## src/rtl/wmm_pkg.sv

```systemverilog
// wmm_pkg: shared types and constants of the wide modular multiplier
`default_nettype none

package wmm_pkg;

	// operand word and field widths
	localparam int unsigned WORD_W = 64;
	localparam int unsigned IDX_W  = 2;
	localparam int unsigned CMD_W  = 2;

	// request commands
	typedef enum logic [CMD_W-1:0] {
		CMD_LOAD_X   = 2'd0,
		CMD_LOAD_Y   = 2'd1,
		CMD_LOAD_M   = 2'd2,
		CMD_COMPUTE  = 2'd3
	} cmd_t;

	// status from the arithmetic core to the top level
	typedef struct packed {
		logic done;
		logic mzero;
	} wmm_status_t;

endpackage

`default_nettype wire

```

## src/rtl/wmm_req_if.sv

```systemverilog
// wmm_req_if: request channel carrying operand loads and compute commands
`default_nettype none

interface wmm_req_if;
	import wmm_pkg::*;

	logic              valid;
	logic              ready;
	logic [CMD_W-1:0]  cmd;
	logic [IDX_W-1:0]  word_index;
	logic [WORD_W-1:0] word_value;

	modport source (output valid, cmd, word_index, word_value, input ready);
	modport sink (input valid, cmd, word_index, word_value, output ready);
endinterface

`default_nettype wire

```

## src/rtl/wmm_rsp_if.sv

```systemverilog
// wmm_rsp_if: result channel carrying the residue words of each compute request
`default_nettype none

interface wmm_rsp_if;
	import wmm_pkg::*;

	logic              valid;
	logic              ready;
	logic [WORD_W-1:0] result_word;
	logic [IDX_W-1:0]  result_index;
	logic              last;
	logic              modulus_zero;

	modport source (output valid, result_word, result_index, last, modulus_zero,
		input ready);
	modport sink (input valid, result_word, result_index, last, modulus_zero,
		output ready);
endinterface

`default_nettype wire

```

## src/rtl/wide_modular_multiplier.sv

```systemverilog
// wide_modular_multiplier: operand stores, request decode and result word output
`default_nettype none

// Computes (x*y) mod m on unsigned integers of WORDS 64-bit words. A load request
// writes one word of x, y or m; loads beyond the operand are ignored. A compute
// request runs on one shared (N+1)-bit adder/subtractor, with N = 64*WORDS: it
// first reduces y modulo m bit by bit, then each bit of x, most significant first,
// gets a modular double, followed when the bit is set by an add and a conditional
// subtract. The result then leaves as WORDS words, least significant first, one per
// accepted beat, with last on the top word. A zero modulus skips the arithmetic and
// returns zero words flagged by modulus_zero. The block takes no request while a
// compute or its output is open.
module wide_modular_multiplier #(
	parameter int unsigned WORDS = 4
) (
	input  wire logic  clk,
	input  wire logic  arst_n,
	wmm_req_if.sink    req,
	wmm_rsp_if.source  rsp
);
	import wmm_pkg::*;

	localparam int unsigned N     = WORDS * WORD_W;
	localparam int unsigned OIX_W = $clog2(WORDS);

	typedef enum logic [1:0] {
		ST_IDLE,
		ST_BUSY,
		ST_EMIT
	} state_t;

	state_t            state_q;
	logic [WORD_W-1:0] x_q [WORDS];
	logic [WORD_W-1:0] y_q [WORDS];
	logic [WORD_W-1:0] m_q [WORDS];
	logic [N-1:0]      out_sh_q;
	logic [OIX_W-1:0]  idx_q;
	logic              mz_q;

	logic         req_fire;
	logic         rsp_fire;
	logic         start;
	logic [N-1:0] x_flat;
	logic [N-1:0] y_flat;
	logic [N-1:0] m_flat;
	logic [N-1:0] core_result;
	wmm_status_t  core_status;

	// handshakes
	assign req.ready = (state_q == ST_IDLE);
	assign req_fire  = req.valid && req.ready;
	assign rsp_fire  = rsp.valid && rsp.ready;
	assign start     = req_fire && (cmd_t'(req.cmd) == CMD_COMPUTE);

	// operand stores, one register per word
	always_ff @(posedge clk or negedge arst_n) begin
		if (!arst_n) begin
			for (int k = 0; k < WORDS; k++) begin
				x_q[k] <= '0;
				y_q[k] <= '0;
				m_q[k] <= '0;
			end
		end else if (req_fire) begin
			for (int k = 0; k < WORDS; k++) begin
				if (32'(req.word_index) == k) begin
					case (cmd_t'(req.cmd))
						CMD_LOAD_X: x_q[k] <= req.word_value;
						CMD_LOAD_Y: y_q[k] <= req.word_value;
						CMD_LOAD_M: m_q[k] <= req.word_value;
						default: begin
						end
					endcase
				end
			end
		end
	end

	// flatten stores into wide operands
	always_comb begin
		for (int k = 0; k < WORDS; k++) begin
			x_flat[k*WORD_W +: WORD_W] = x_q[k];
			y_flat[k*WORD_W +: WORD_W] = y_q[k];
			m_flat[k*WORD_W +: WORD_W] = m_q[k];
		end
	end

	wmm_core #(.WORDS(WORDS)) u_core (
		.clk    (clk),
		.arst_n (arst_n),
		.start  (start),
		.x      (x_flat),
		.y      (y_flat),
		.m      (m_flat),
		.status (core_status),
		.result (core_result)
	);

	// request/compute/output control and result word shifter
	always_ff @(posedge clk or negedge arst_n) begin
		if (!arst_n) begin
			state_q  <= ST_IDLE;
			out_sh_q <= '0;
			idx_q    <= '0;
			mz_q     <= 1'b0;
		end else begin
			case (state_q)
				ST_IDLE: begin
					if (start) begin
						state_q <= ST_BUSY;
					end
				end
				ST_BUSY: begin
					if (core_status.done) begin
						out_sh_q <= core_result;
						mz_q     <= core_status.mzero;
						idx_q    <= '0;
						state_q  <= ST_EMIT;
					end
				end
				ST_EMIT: begin
					if (rsp_fire) begin
						out_sh_q <= out_sh_q >> WORD_W;
						if (32'(idx_q) == WORDS - 1) begin
							state_q <= ST_IDLE;
						end else begin
							idx_q <= idx_q + 1'b1;
						end
					end
				end
				default: begin
					state_q <= ST_IDLE;
				end
			endcase
		end
	end

	// result beat
	assign rsp.valid        = (state_q == ST_EMIT);
	assign rsp.result_word  = out_sh_q[WORD_W-1:0];
	assign rsp.result_index = IDX_W'(idx_q);
	assign rsp.last         = (32'(idx_q) == WORDS - 1);
	assign rsp.modulus_zero = mz_q;
endmodule

`default_nettype wire

```

## src/rtl/wmm_addsub.sv

```systemverilog
// wmm_addsub: shared wide adder/subtractor used by every step of the core
`default_nettype none

module wmm_addsub #(
	parameter int unsigned W = 257
) (
	input  wire logic [W-1:0] a,
	input  wire logic [W-1:0] b,
	input  wire logic         sub,
	output logic [W-1:0]      sum,
	output logic              cout
);
	logic [W:0] full;

	// a + b, or a - b as a + ~b + 1; carry out set means no borrow
	always_comb begin
		full = {1'b0, a} + {1'b0, (sub ? ~b : b)} + {{W{1'b0}}, sub};
		sum  = full[W-1:0];
		cout = full[W];
	end
endmodule

`default_nettype wire

```

## src/rtl/wmm_core.sv

```systemverilog
// wmm_core: bit-serial sequencer computing (x*y) mod m on the shared adder
`default_nettype none

module wmm_core #(
	parameter int unsigned WORDS = 4
) (
	input  wire logic                                  clk,
	input  wire logic                                  arst_n,
	input  wire logic                                  start,
	input  wire logic [WORDS*wmm_pkg::WORD_W-1:0]      x,
	input  wire logic [WORDS*wmm_pkg::WORD_W-1:0]      y,
	input  wire logic [WORDS*wmm_pkg::WORD_W-1:0]      m,
	output wmm_pkg::wmm_status_t                       status,
	output logic [WORDS*wmm_pkg::WORD_W-1:0]           result
);
	import wmm_pkg::*;

	localparam int unsigned N     = WORDS * WORD_W;
	localparam int unsigned CNT_W = $clog2(N);

	typedef enum logic [2:0] {
		ST_IDLE,
		ST_REDY,
		ST_DBL,
		ST_ADD,
		ST_SUB,
		ST_DONE
	} state_t;

	state_t           state_q;
	logic [N:0]       r_q;
	logic [N-1:0]     yr_q;
	logic [N-1:0]     x_sh_q;
	logic [N-1:0]     y_sh_q;
	logic [CNT_W-1:0] cnt_q;
	logic             mz_q;

	logic [N:0] au_a;
	logic [N:0] au_b;
	logic       au_sub;
	logic [N:0] au_sum;
	logic       au_cout;
	logic [N:0] red;

	wmm_addsub #(.W(N + 1)) u_addsub (
		.a    (au_a),
		.b    (au_b),
		.sub  (au_sub),
		.sum  (au_sum),
		.cout (au_cout)
	);

	// operand select for the shared unit
	always_comb begin
		au_a   = r_q;
		au_b   = {1'b0, m};
		au_sub = 1'b1;
		case (state_q)
			ST_REDY: begin
				au_a = {r_q[N-1:0], y_sh_q[N-1]};
			end
			ST_DBL: begin
				au_a = {r_q[N-1:0], 1'b0};
			end
			ST_ADD: begin
				au_b   = {1'b0, yr_q};
				au_sub = 1'b0;
			end
			default: begin
				au_a = r_q;
			end
		endcase
		// conditional subtract: keep the difference when it did not borrow
		red = au_cout ? au_sum : au_a;
	end

	// sequencer: reduce y mod m, then left-to-right double and add over x
	always_ff @(posedge clk or negedge arst_n) begin
		if (!arst_n) begin
			state_q <= ST_IDLE;
			r_q     <= '0;
			yr_q    <= '0;
			x_sh_q  <= '0;
			y_sh_q  <= '0;
			cnt_q   <= '0;
			mz_q    <= 1'b0;
		end else begin
			case (state_q)
				ST_IDLE: begin
					if (start) begin
						r_q    <= '0;
						x_sh_q <= x;
						y_sh_q <= y;
						cnt_q  <= CNT_W'(N - 1);
						if (m == '0) begin
							mz_q    <= 1'b1;
							state_q <= ST_DONE;
						end else begin
							mz_q    <= 1'b0;
							state_q <= ST_REDY;
						end
					end
				end
				ST_REDY: begin
					y_sh_q <= y_sh_q << 1;
					if (cnt_q == '0) begin
						yr_q    <= red[N-1:0];
						r_q     <= '0;
						cnt_q   <= CNT_W'(N - 1);
						state_q <= ST_DBL;
					end else begin
						r_q   <= red;
						cnt_q <= cnt_q - 1'b1;
					end
				end
				ST_DBL: begin
					r_q <= red;
					if (x_sh_q[N-1]) begin
						state_q <= ST_ADD;
					end else if (cnt_q == '0) begin
						state_q <= ST_DONE;
					end else begin
						x_sh_q <= x_sh_q << 1;
						cnt_q  <= cnt_q - 1'b1;
					end
				end
				ST_ADD: begin
					r_q     <= au_sum;
					state_q <= ST_SUB;
				end
				ST_SUB: begin
					r_q <= red;
					if (cnt_q == '0) begin
						state_q <= ST_DONE;
					end else begin
						x_sh_q  <= x_sh_q << 1;
						cnt_q   <= cnt_q - 1'b1;
						state_q <= ST_DBL;
					end
				end
				ST_DONE: begin
					state_q <= ST_IDLE;
				end
				default: begin
					state_q <= ST_IDLE;
				end
			endcase
		end
	end

	// status and residue out
	always_comb begin
		status.done  = (state_q == ST_DONE);
		status.mzero = mz_q;
		result       = r_q[N-1:0];
	end
endmodule

`default_nettype wire

```

## src/flat_wrapper.sv

```systemverilog
// flat-port wrapper written by rule: the top's interface ports become plain ports
module wide_modular_multiplier_flat import wmm_pkg::*;
#(
	parameter int unsigned WORDS = 4
)
  (clk, arst_n, req_valid, req_cmd, req_word_index, req_word_value, req_ready, rsp_valid, rsp_result_word, rsp_result_index, rsp_last, rsp_modulus_zero, rsp_ready);
  wmm_req_if req_i ();
  wmm_rsp_if rsp_i ();
  input  wire logic clk;
  input  wire logic arst_n;
  input wire logic [$bits(req_i.valid)-1:0] req_valid;
  input wire logic [$bits(req_i.cmd)-1:0] req_cmd;
  input wire logic [$bits(req_i.word_index)-1:0] req_word_index;
  input wire logic [$bits(req_i.word_value)-1:0] req_word_value;
  output wire logic [$bits(req_i.ready)-1:0] req_ready;
  output wire logic [$bits(rsp_i.valid)-1:0] rsp_valid;
  output wire logic [$bits(rsp_i.result_word)-1:0] rsp_result_word;
  output wire logic [$bits(rsp_i.result_index)-1:0] rsp_result_index;
  output wire logic [$bits(rsp_i.last)-1:0] rsp_last;
  output wire logic [$bits(rsp_i.modulus_zero)-1:0] rsp_modulus_zero;
  input wire logic [$bits(rsp_i.ready)-1:0] rsp_ready;
  assign req_i.valid = req_valid;
  assign req_i.cmd = req_cmd;
  assign req_i.word_index = req_word_index;
  assign req_i.word_value = req_word_value;
  assign req_ready = req_i.ready;
  assign rsp_valid = rsp_i.valid;
  assign rsp_result_word = rsp_i.result_word;
  assign rsp_result_index = rsp_i.result_index;
  assign rsp_last = rsp_i.last;
  assign rsp_modulus_zero = rsp_i.modulus_zero;
  assign rsp_i.ready = rsp_ready;
  wide_modular_multiplier #(.WORDS(WORDS)) u_core (.clk(clk), .arst_n(arst_n), .req(req_i), .rsp(rsp_i));
endmodule
```

## config.mk

```make
export PLATFORM = sky130hd
export DESIGN_NAME = wide_modular_multiplier_flat
export DESIGN_NICKNAME = d
export VERILOG_FILES = /design/src/rtl/wmm_pkg.sv /design/src/rtl/wmm_req_if.sv /design/src/rtl/wmm_rsp_if.sv /design/src/rtl/wide_modular_multiplier.sv /design/src/rtl/wmm_addsub.sv /design/src/rtl/wmm_core.sv /design/src/flat_wrapper.sv
export SDC_FILE = /design/constraint.sdc
export NUM_CORES = 2
export LEC_CHECK = 0
export BUFFER_PORTS_ARGS = -buffer_cell sky130_fd_sc_hd__buf_2
export CAP_MARGIN = 20
export CORE_AREA = 3 3 585 587
export CTS_CLUSTER_DIAMETER = 50
export CTS_CLUSTER_SIZE = 30
export DETAILED_ROUTE_END_ITERATION = 10
export DIE_AREA = 0 0 588 590
export GPL_TIMING_DRIVEN = 0
export PLACE_DENSITY = 0.54
export SYNTH_ARGS = -nofsm -noshare
export SYNTH_HDL_FRONTEND = slang
export SYNTH_HIERARCHICAL = 1
export SYNTH_SLANG_ARGS = --single-unit
```

## constraint.sdc

```tcl
create_clock -name clk -period 11.4 [get_ports clk]
set_input_delay 1.14 -clock clk [delete_from_list [all_inputs] [get_ports clk]]
set_output_delay 1.14 -clock clk [all_outputs]
set_load 0.02 [all_outputs]
```

==> summary.md <==
| Metric | Value |
|---|---|
| Area of the multi-input gates | 59700 µm² |
| Ports | 142 |
| Seq. cell area | 51700 µm² |
| Syn Area/Cell | 9.93 µm² |
| Largest net degree at the start of global routing | 158 |
| Clock latency on the worst-skew pair | 0.95 ns |
| Switching pwr | 19.4 mW |
| Die H | 590 µm |
| Die area | 347000 µm² |
| Num CTS Buffers | 285 |
| Share of layout cells above drive strength 1 | 0.227 |
| FMAX | 88.6 MHz |
| Largest delay share family, worst path | buffers and inverters |
| Unrepaired setup endpoints after global routing | false |
| Clock root buffer | clkbuf_16 |
| DRC Markers | 0 |
| Critical Path AT | 12.07 ns |
| P per Cell Area | 301 nW/µm² |
| First-pass GRT wire length | 708000 µm |
| Mapped cell area | 118000 µm² |
| Design area | 136000 µm² |
| Fraction of registers with async set/reset | 1.00 |
| Gate Count Post-Synth | 11892 |
| Max VDD drop | 151 µV |
| Sequential share of power | 0.248 |
| CP endpoint kind | register |
| Post-CTS Setup Inserts | 0 |
| Hold Vio Cnt, Final | 0 |
| Fin crit share | 0.990 |
| Pre-antenna DRT Iters | 6 |
| Comb power frac | 0.524 |
| Slowest cell on crit path | buf_2 |
| Worst path max stage delay | 0.64 ns |
| Cell Rows | 213 |
| GRT Overall Usage | 0.280 |
| Antenna violations before repair | 77 |
| Worst-path clk slew | 0.07 ns |
| Starting density of the core | 0.351 |
| Post-synth net total | 12223 |
| Core area | 337000 µm² |
| DIE WIDTH | 588 µm |
| Post-synth EDFFs | 0 |
| Tmin final | 11.28 ns |
| P_int | 21.6 mW |
| Via density | 5.63 |
| Max_cap viols | 0 |
| CTS Buffer Depth | 4 |
| RR Endpoint | u_core/u_core/yr_q[234]$_DFFE_PN0P_ |
| Sequential area share after synthesis | 0.438 |
| Total grt overflow | 0 |
| Drt first-iter violations | 9484 |
| Vias in the first global route | 94092 |
| Synth warnings | 6 |
| WP data required | 12.19 ns |
| Port Buffers | 139 |
| DP Wirelength | 392000 µm |
| FF-to-FF setup slack | 0.12 ns |
| Net Sw Frac | 0.474 |
| Most frequent CP cell | buf_2 |
| Clock tree sinks | 2066 |
| Status | finished, final reports clean |
| Unique masters post-synth | 121 |
| Post-synth top flop | dfrtp_1 |
| Relative slew slack | 0.170 |
| Routability congestion estimate | 1.02 |
| Worst Reg-to-Reg Cells | 26 |
| DRT Wirelength | 502000 µm |
| Pwr Total | 41.0 mW |
| Worst min path class | input port to asynchronous set/reset pin |
| Worst Path Buf+Inv | 9 |
| Final setup viols | 0 |
| Worst r2r src | u_core/u_core/state_q[0]$_DFFE_PN0P_ |
| Maximum net fanout on the critical path | 10 |
| Startpoint Class | register |
| Clock power share | 0.228 |
| Placed Instance Area | 126000 µm² |
| Synth Register Bits | 2066 |
| Final antenna-violating net count | 0 |
| Vias after detailed routing | 96734 |
| CP Class | register to register |
| Fillers | 33719 |
| CTS H-tree depth | 5 |
| Area Overhead vs Synth | 15.3% |
| Final Max Tran Viols | 0 |
| Final clock skew | 0.0795 ns |
| Pleak | 60.4 nW |
| CTS tree | yes |
| WL/cell | 29.2 µm |
| Worst Max-Slew Pin Slew | 1.24 ns |
| Layout net count | 12737 |
-- layout by cell type, fill, tap and decap left out, drive strengths merged, types with 16 or more instances in the layout --
cell / Yosys / routed
o22ai: 258 / 258
and2: 21 / 21
o21ai: 827 / 827
nor2: 865 / 865
nand3: 50 / 50
clkinv: 2 / 84
a31oi: 31 / 31
ha: 258 / 258
nor3: 73 / 73
nor2b: 16 / 16
or2: 26 / 26
a21boi: 30 / 30
inv: 83 / 165
xnor2: 150 / 150
a21oi: 511 / 511
o211ai: 24 / 24
o21bai: 88 / 88
bufinv: 0 / 24
o21a: 60 / 60
xor2: 357 / 357
a211oi: 25 / 25
or3: 17 / 17
clkbuf: 471 / 792
a22oi: 262 / 262
o31ai: 289 / 289
nor4: 108 / 108
nand2: 1712 / 1712
dfrtp: 2066 / 2066
clkinvlp: 0 / 21
diode: 0 / 34
nand4: 198 / 198
a22o: 69 / 69
buf: 713 / 932
a21o: 103 / 103
mux2i: 511 / 511
mux2: 1414 / 1414
-- worst reg2reg max path: cells and delay by family, from the launching register on --
kind / cells / cell delay (ns)
muxes: 1 / 0.62
AOI/OAI and AO/OA: 8 / 3.22
xor gates and xnor gates: 1 / 0.31
and+or+nand+nor: 6 / 2.10
DFF: 1 / 0.32
buffers and inverters: 9 / 4.08
adders and majority gates: 1 / 0.47
-- per-layer routing --
metal	wire, µm	track usage
met3	33000	0.0446
met5	85	0
met2	221000	0.429
met1	214000	0.376
met4	33800	0.162
-- timing repair --
action	in CTS	in global routing
gates resized for setup	3	18
hold buffers	0	0
hold endpoints to repair	0	0
setup endpoints to repair	441	255
-- synth_stat cells, drive strengths merged (12+ instances only) --
cell	n	area, µm²
nand4	198	1280
a31oi	31	215
or2	26	163
o22ai	258	1610
buf	713	4690
or3	17	106
inv	83	312
xor2	357	3130
o221ai	12	111
ha	258	3230
o21a	60	450
a21o	103	774
o31ai	289	2260
nor3	73	385
nand2b	13	81.3
nand3	50	255
a211oi	25	203
nor2	865	3260
o21bai	88	664
mux2i	511	5110
and2	21	134
mux2	1414	16100
and4	15	131
a21boi	30	229
clkbuf	471	1780
a22o	69	604
nor4	108	707
xnor2	150	1320
dfrtp	2066	51700
a21oi	511	2610
a22oi	262	1970
and3	15	93.8
o211ai	24	214
nor2b	16	100
o21ai	827	4160
nand2	1712	6430
-- final cells by class --
cell class | instances | share of cell area
multi-input cells | 8557 | 0.438
flip-flops and latches | 2066 | 0.380
clock buffers | 314 | 0.0550
plain buffers | 1183 | 0.0481
well taps | 4515 | 0.0415
clock inverters | 209 | 0.0179
repair buffers | 228 | 0.0167
inverters | 85 | 0.00234
diodes | 34 | 0.000625
-- power by group through the flow --
stage          clock network [mW]  registers (mW)  logic (mW)
6_report                     9.36            10.2        21.5
5_1_grt                      9.85            10.3        22.8
4_1_cts                      9.53            10.1        20.9
3_5_place_dp                    0            10.2        20.8
3_3_place_gp                    0            10.3        20.7
2_1_floorplan                   0            9.54        14.0
-- stage by stage --
stage	TNS (ns)	worst slack, ns	util	hold WS (ns)	std cells
after floorplan	0	4.86	-	0.448	11892
after global placement	-	-39.98	0.370	0.459	16546
after detailed placement	-225.06	-0.859	0.375	0.466	16635
after CTS	0	0.0366	0.404	0.123	17157
after global routing	0	0.0373	0.404	0.135	17164
final	0	0.116	0.404	0.131	17191
-- flip-flops by register name, summed over array words and instances, names as in the netlist --
name                     flops
u_core/out_sh_q            256
u_core/rsp.modulus_zero      1
u_core/u_core/mz_q           1
u_core/u_core/state_q        3
u_core/u_core/yr_q         256
u_core/u_core/y_sh_q       256
u_core/u_core/cnt_q          8
u_core/u_core/r_q          257
u_core/x_flat              256
u_core/rsp.result_index      2
u_core/m_flat              256
u_core/u_core/x_sh_q       256
u_core/state_q               2
u_core/y_flat              256
-- cell families after synthesis --
logic type	synth area share
simple gates	0.114
compound gates	0.146
flops	0.438
mux	0.180
buf+inv	0.0574
xor+xnor	0.0377
fa+ha+maj	0.0275
other cells	0.0000317
-- how the worst max path moves through the flow --
stage,from,to,slack [ns],cells after the start
floorplan,u_core/u_core/state_q[2]$_DFFE_PN0P_,u_core/u_core/yr_q[184]$_DFFE_PN0P_,4.86,28
global placement,arst_n,u_core/u_core/y_sh_q[72]$_DFFE_PN0P_,-39.98,1
CTS,u_core/u_core/state_q[0]$_DFFE_PN0P_,u_core/u_core/yr_q[133]$_DFFE_PN0P_,0.04,27
finish,u_core/u_core/state_q[0]$_DFFE_PN0P_,u_core/u_core/yr_q[234]$_DFFE_PN0P_,0.12,26
detailed placement,u_core/u_core/state_q[0]$_DFFE_PN0P_,u_core/u_core/r_q[255]$_DFFE_PN0P_,-0.86,28
global route,u_core/u_core/state_q[0]$_DFFE_PN0P_,u_core/u_core/r_q[35]$_DFFE_PN0P_,0.04,26
No activity file was read; power rests on OpenSTA's default activity.
